File: src/rtl/spq_pkg.sv
// shared types and codes for the sorted priority queue
`default_nettype none

package spq_pkg;

    // fixed field widths
    localparam int PRIORITY_BITS = 16;
    localparam int PAYLOAD_BITS  = 32;
    localparam int CAP_BITS      = 7;

    // action codes
    localparam logic [1:0] ACT_ENQ  = 2'd0;
    localparam logic [1:0] ACT_DEQ  = 2'd1;
    localparam logic [1:0] ACT_PEEK = 2'd2;

    // status codes
    localparam logic [1:0] ST_OK    = 2'd0;
    localparam logic [1:0] ST_FULL  = 2'd1;
    localparam logic [1:0] ST_EMPTY = 2'd2;

    typedef struct packed {
        logic [1:0]                      action;
        logic signed [PRIORITY_BITS-1:0] priority_req;
        logic [PAYLOAD_BITS-1:0]         payload;
    } req_t;

    typedef struct packed {
        logic [1:0]                      status;
        logic signed [PRIORITY_BITS-1:0] out_priority;
        logic [PAYLOAD_BITS-1:0]         out_payload;
        logic [CAP_BITS-1:0]             occupancy;
    } rsp_t;

    typedef struct packed {
        logic signed [PRIORITY_BITS-1:0] prio;
        logic [PAYLOAD_BITS-1:0]         payload;
    } entry_t;

    // broadcast to every cell of the chain
    typedef struct packed {
        logic   enq;
        logic   deq;
        entry_t new_entry;
    } cell_ctrl_t;

endpackage

`default_nettype wire

File: src/rtl/spq_cell.sv
// one cell of the sorted chain: holds a single entry
`default_nettype none

module spq_cell (
    input  wire logic                clk,
    input  wire spq_pkg::cell_ctrl_t ctrl,
    input  wire logic                occupied,
    input  wire logic                left_greater,
    input  wire spq_pkg::entry_t     left_entry,
    input  wire spq_pkg::entry_t     right_entry,
    output logic                     greater,
    output spq_pkg::entry_t          entry
);

    spq_pkg::entry_t entry_reg;
    spq_pkg::entry_t entry_next;

    // stored entry ranks after the new one
    assign greater = occupied &&
                     ($signed(entry_reg.prio) > $signed(ctrl.new_entry.prio));
    assign entry   = entry_reg;

    // shift right on insert, shift left on removal
    always_comb
    begin
        entry_next = entry_reg;
        if (ctrl.enq)
        begin
            if (left_greater)
                entry_next = left_entry;
            else if (greater || !occupied)
                entry_next = ctrl.new_entry;
        end
        else if (ctrl.deq)
        begin
            entry_next = right_entry;
        end
    end

    always_ff @(posedge clk)
    begin
        entry_reg <= entry_next;
    end

endmodule

`default_nettype wire

File: config.mk
export PLATFORM = sky130hd
export DESIGN_NAME = spq_cell
export DESIGN_NICKNAME = d
export VERILOG_FILES = /design/src/rtl/spq_pkg.sv /design/src/rtl/spq_cell.sv
export SDC_FILE = /design/constraint.sdc
export NUM_CORES = 1
export LEC_CHECK = 0
export BUFFER_PORTS_ARGS = -buffer_cell sky130_fd_sc_hd__buf_2
export CAP_MARGIN = 10
export CELL_PAD_IN_SITES_DETAIL_PLACEMENT = 0
export CELL_PAD_IN_SITES_GLOBAL_PLACEMENT = 1
export CORE_MARGIN = 2
export CORE_UTILIZATION = 27
export CTS_BUF_LIST = sky130_fd_sc_hd__clkbuf_8
export DETAILED_ROUTE_END_ITERATION = 10
export GPL_TIMING_DRIVEN = 0
export PLACE_DENSITY = 0.79
export SYNTH_ARGS = -nofsm -noshare
export SYNTH_HDL_FRONTEND = slang
export SYNTH_SLANG_ARGS = --single-unit
File: constraint.sdc
create_clock -name clk -period 2.4 [get_ports clk]
set_input_delay 0.12 -clock clk [delete_from_list [all_inputs] [get_ports clk]]
set_output_delay 0.12 -clock clk [all_outputs]
set_load 0.05 [all_outputs]
==> qor.yml <==
status: "finished with violations"
violations: "negative setup slack"
setup_ws_ns: -0.0492
worstMarginPinSlew_ns: 0.625
worstHoldStart: "right_entry[16]"
yosysTopAreaCellShare: 0.508
io_pins: 198
die_y_microns: 107
largest_register_ffs: 48
drtIter0Drc: 101
period_share: 1.02
drtAntennaViolNets: 0
cts_tree: "built"
area_growth_pct: 48.1
grt_max_degree: 25
dp_hpwl_microns: 6850
worstSetupStartpointType: "register"
synth_area_leaders: "edfxtp_1, mux2i_1, a21oi_1, ha_1, nor2_1"
fillers: 1063
syn_area_sq_um: 2840
ys_types: 21
critical_path.max_fanout: 3
place_worst_setup_slack_ns: -0.328
whs_ns: 0.140
grt.total_usage: 0.154
firstDrtPassIters: 4
cts_inserted_buffers: 5
gp_congestion: 0.756
crit_required_ns: 2.28
vias: 2723
cts_sinks: 48
cp_slowest_cell: "edfxtp_1"
core_sq_um: 10300
multi_input_comb_area_sq_um: 1330
timing.rr.end: "entry[14]"
fp.dieW_microns: 107
ys_seq_elements: 48
max-cap-violations: 0
numPortBuffers: 195
vias_per_cell: 4.43
placed_cells: 602
clock_latency_ns: 0.30
grt_pass1_wl_microns: 13700
synth_nets: 436
grt_overflow_total: 0
worstRegToRegCells: 7
min_to: "entry[16]"
p_leak_uw: 0.00207
drcViolationCount: 0
cts-hold-fix-buffers: 0
reg2reg_from: "entry[47]"
regArea_sq_um: 1440
wirelength_microns: 8710
cts_buffer_depth: 2
n_antenna_cell: 0
setup_violations: 49
worstSetupPathType: "reg -> out"
critPathCaptureType: "output pin"
hold_viol: 0
yosysTopAreaCell: "edfxtp_1"
crit_path_max_incr_delay_ns: 0.44
wl_per_cell_microns: 14.2
cts_root_buffer: "clkbuf_8"
fmax_mhz: 408
rows: 37
yosysWarnings: 0
relSlewSlack: 0.583
initial_utilization: 0.276
clk_pin_slew_ns: 0.09
die_area_sq_um: 11400
grt_pass1_vias: 2909
finClkSkew_ns: 0.00533
syn_inst: 271
min_path_type: "in -> reg"
antenna_found_initial: 0
synth.avg_cell_area_sq_um: 10.5
htreeDepth: 2
worst_ep_arrival_time_ns: 2.33
slew_viol_final: 0
fin_crit_ns: 2.45
r2r_slack_ns: -0.03
drive_above_1_share: 0.455
hold_depth: 3
ir_drop_uv: 224
layout.cells.non_filler: 615
power_density_nw_per_um2: 585
final_util: 0.409
cp_cell_sequence: "ha_4, nand4_1, o311ai_1, a21oi_1, a222oi_1, buf_4, and2_2, buf_8"
rsz0062_at_grt: "yes"
nNetsFinal: 643
yosysSeqAreaShare: 0.508
## stage by stage
| step | power [uW] | setup TNS [ns] | area (sq um) |
|---|---|---|---|
| 5_1_grt | 2600 | -9.38 | 4210 |
| 4_1_cts | 2500 | -0.120 | 4210 |
| 2_1_floorplan | 1610 | -10.46 | 2880 |
| 6_report | 2460 | -1.19 | 4210 |
| 3_5_place_dp | 1880 | -15.63 | 4030 |
| 3_3_place_gp | 1870 | -15.26 | 4030 |
## layout make-up
type                       count  share of cell area
sequential                    48               0.343
timing repair buffer         199               0.242
clock buffer                   5              0.0164
buffer                        17              0.0173
multi-input combinational    189               0.315
inverter                      18              0.0161
clock inverter                 3              0.0101
tap                          136              0.0405
## cell families (layout without fill, tap and decap cells)
group                    after synthesis  after routing  synth area share
AO/OA/AOI/OAI                         62             63             0.116
adder cells (fa/ha/maj)               16             16            0.0705
AND/OR/NAND/NOR                       62             62            0.0868
flip-flops                            48             48             0.508
multiplexers                          48             48             0.169
buffers and inverters                 35            242            0.0494
## repair_timing
item / in CTS / in global routing
cloned: 1 / 0
setup endpoints to repair: 49 / 49
pin swaps: 3 / 1
resized for setup: 6 / 0
setup buffers: 4 / 0
## worst max-delay path: cells and delay by family, from the launching register on
kind / cells / cell delay, ns
DFF: 1 / 0.44
and+or+nand+nor: 2 / 0.28
buffers and inverters: 2 / 0.34
AOI/OAI and AO/OA: 3 / 0.69
adders and majority gates: 1 / 0.29
## power breakdown
part | switching, uW | internal [uW] | total [uW] | leakage (uW)
combinational | 548 | 274 | 822 | 0.00153
sequential | 26.8 | 1030 | 1050 | 0.000477
clock | 275 | 309 | 584 | 0.0000558
## layer usage
metal	global-route usage	up-vias	share of wire
li1	-	1389	-
met1	0.174	1200	0.40
met2	0.277	124	0.50
met3	0.0490	10	0.089
met4	0.0455	0	0.014
met5	0	-	0
## placed cells by master (no fill, tap or decap), drive strengths merged
cell type	n
o31ai	1
o311ai	1
nand4	2
edfxtp	48
o32a	2
and2	1
inv	18
nor3	2
o21ai	2
ha	16
bufinv	1
a21oi	55
nor2	50
nand2b	1
a222oi	1
a211oi	1
mux2i	48
clkbuf	15
nand2	6
clkinv	2
buf	206
## cells in the mapped netlist (all sizes together)
cell and n:
nand2 6, o32a 1, a222oi 1, clkbuf 10, nor3 2, a211oi 1, nand2b 1, o31ai 1
and2 1, nand4 2, edfxtp 48, o21ai 2, nor2 50, inv 18, ha 16, mux2i 48
buf 7, a21oi 55, o311ai 1
## how the worst max path moves through the flow
stage | from | endpoint | slack, ns | cells after the start
6_report | entry[47] | greater | -0.05 | 8
5_1_grt | entry[45] | greater | -0.21 | 8
4_1_cts | entry[47] | greater | -0.008 | 8
3_5_place_dp | entry[39] | entry[23] | -0.33 | 6
3_3_place_gp | entry[45] | entry[19] | -0.32 | 6
2_1_floorplan | entry[39] | entry[0] | -0.22 | 6
Power figures use the tool's default switching activity.
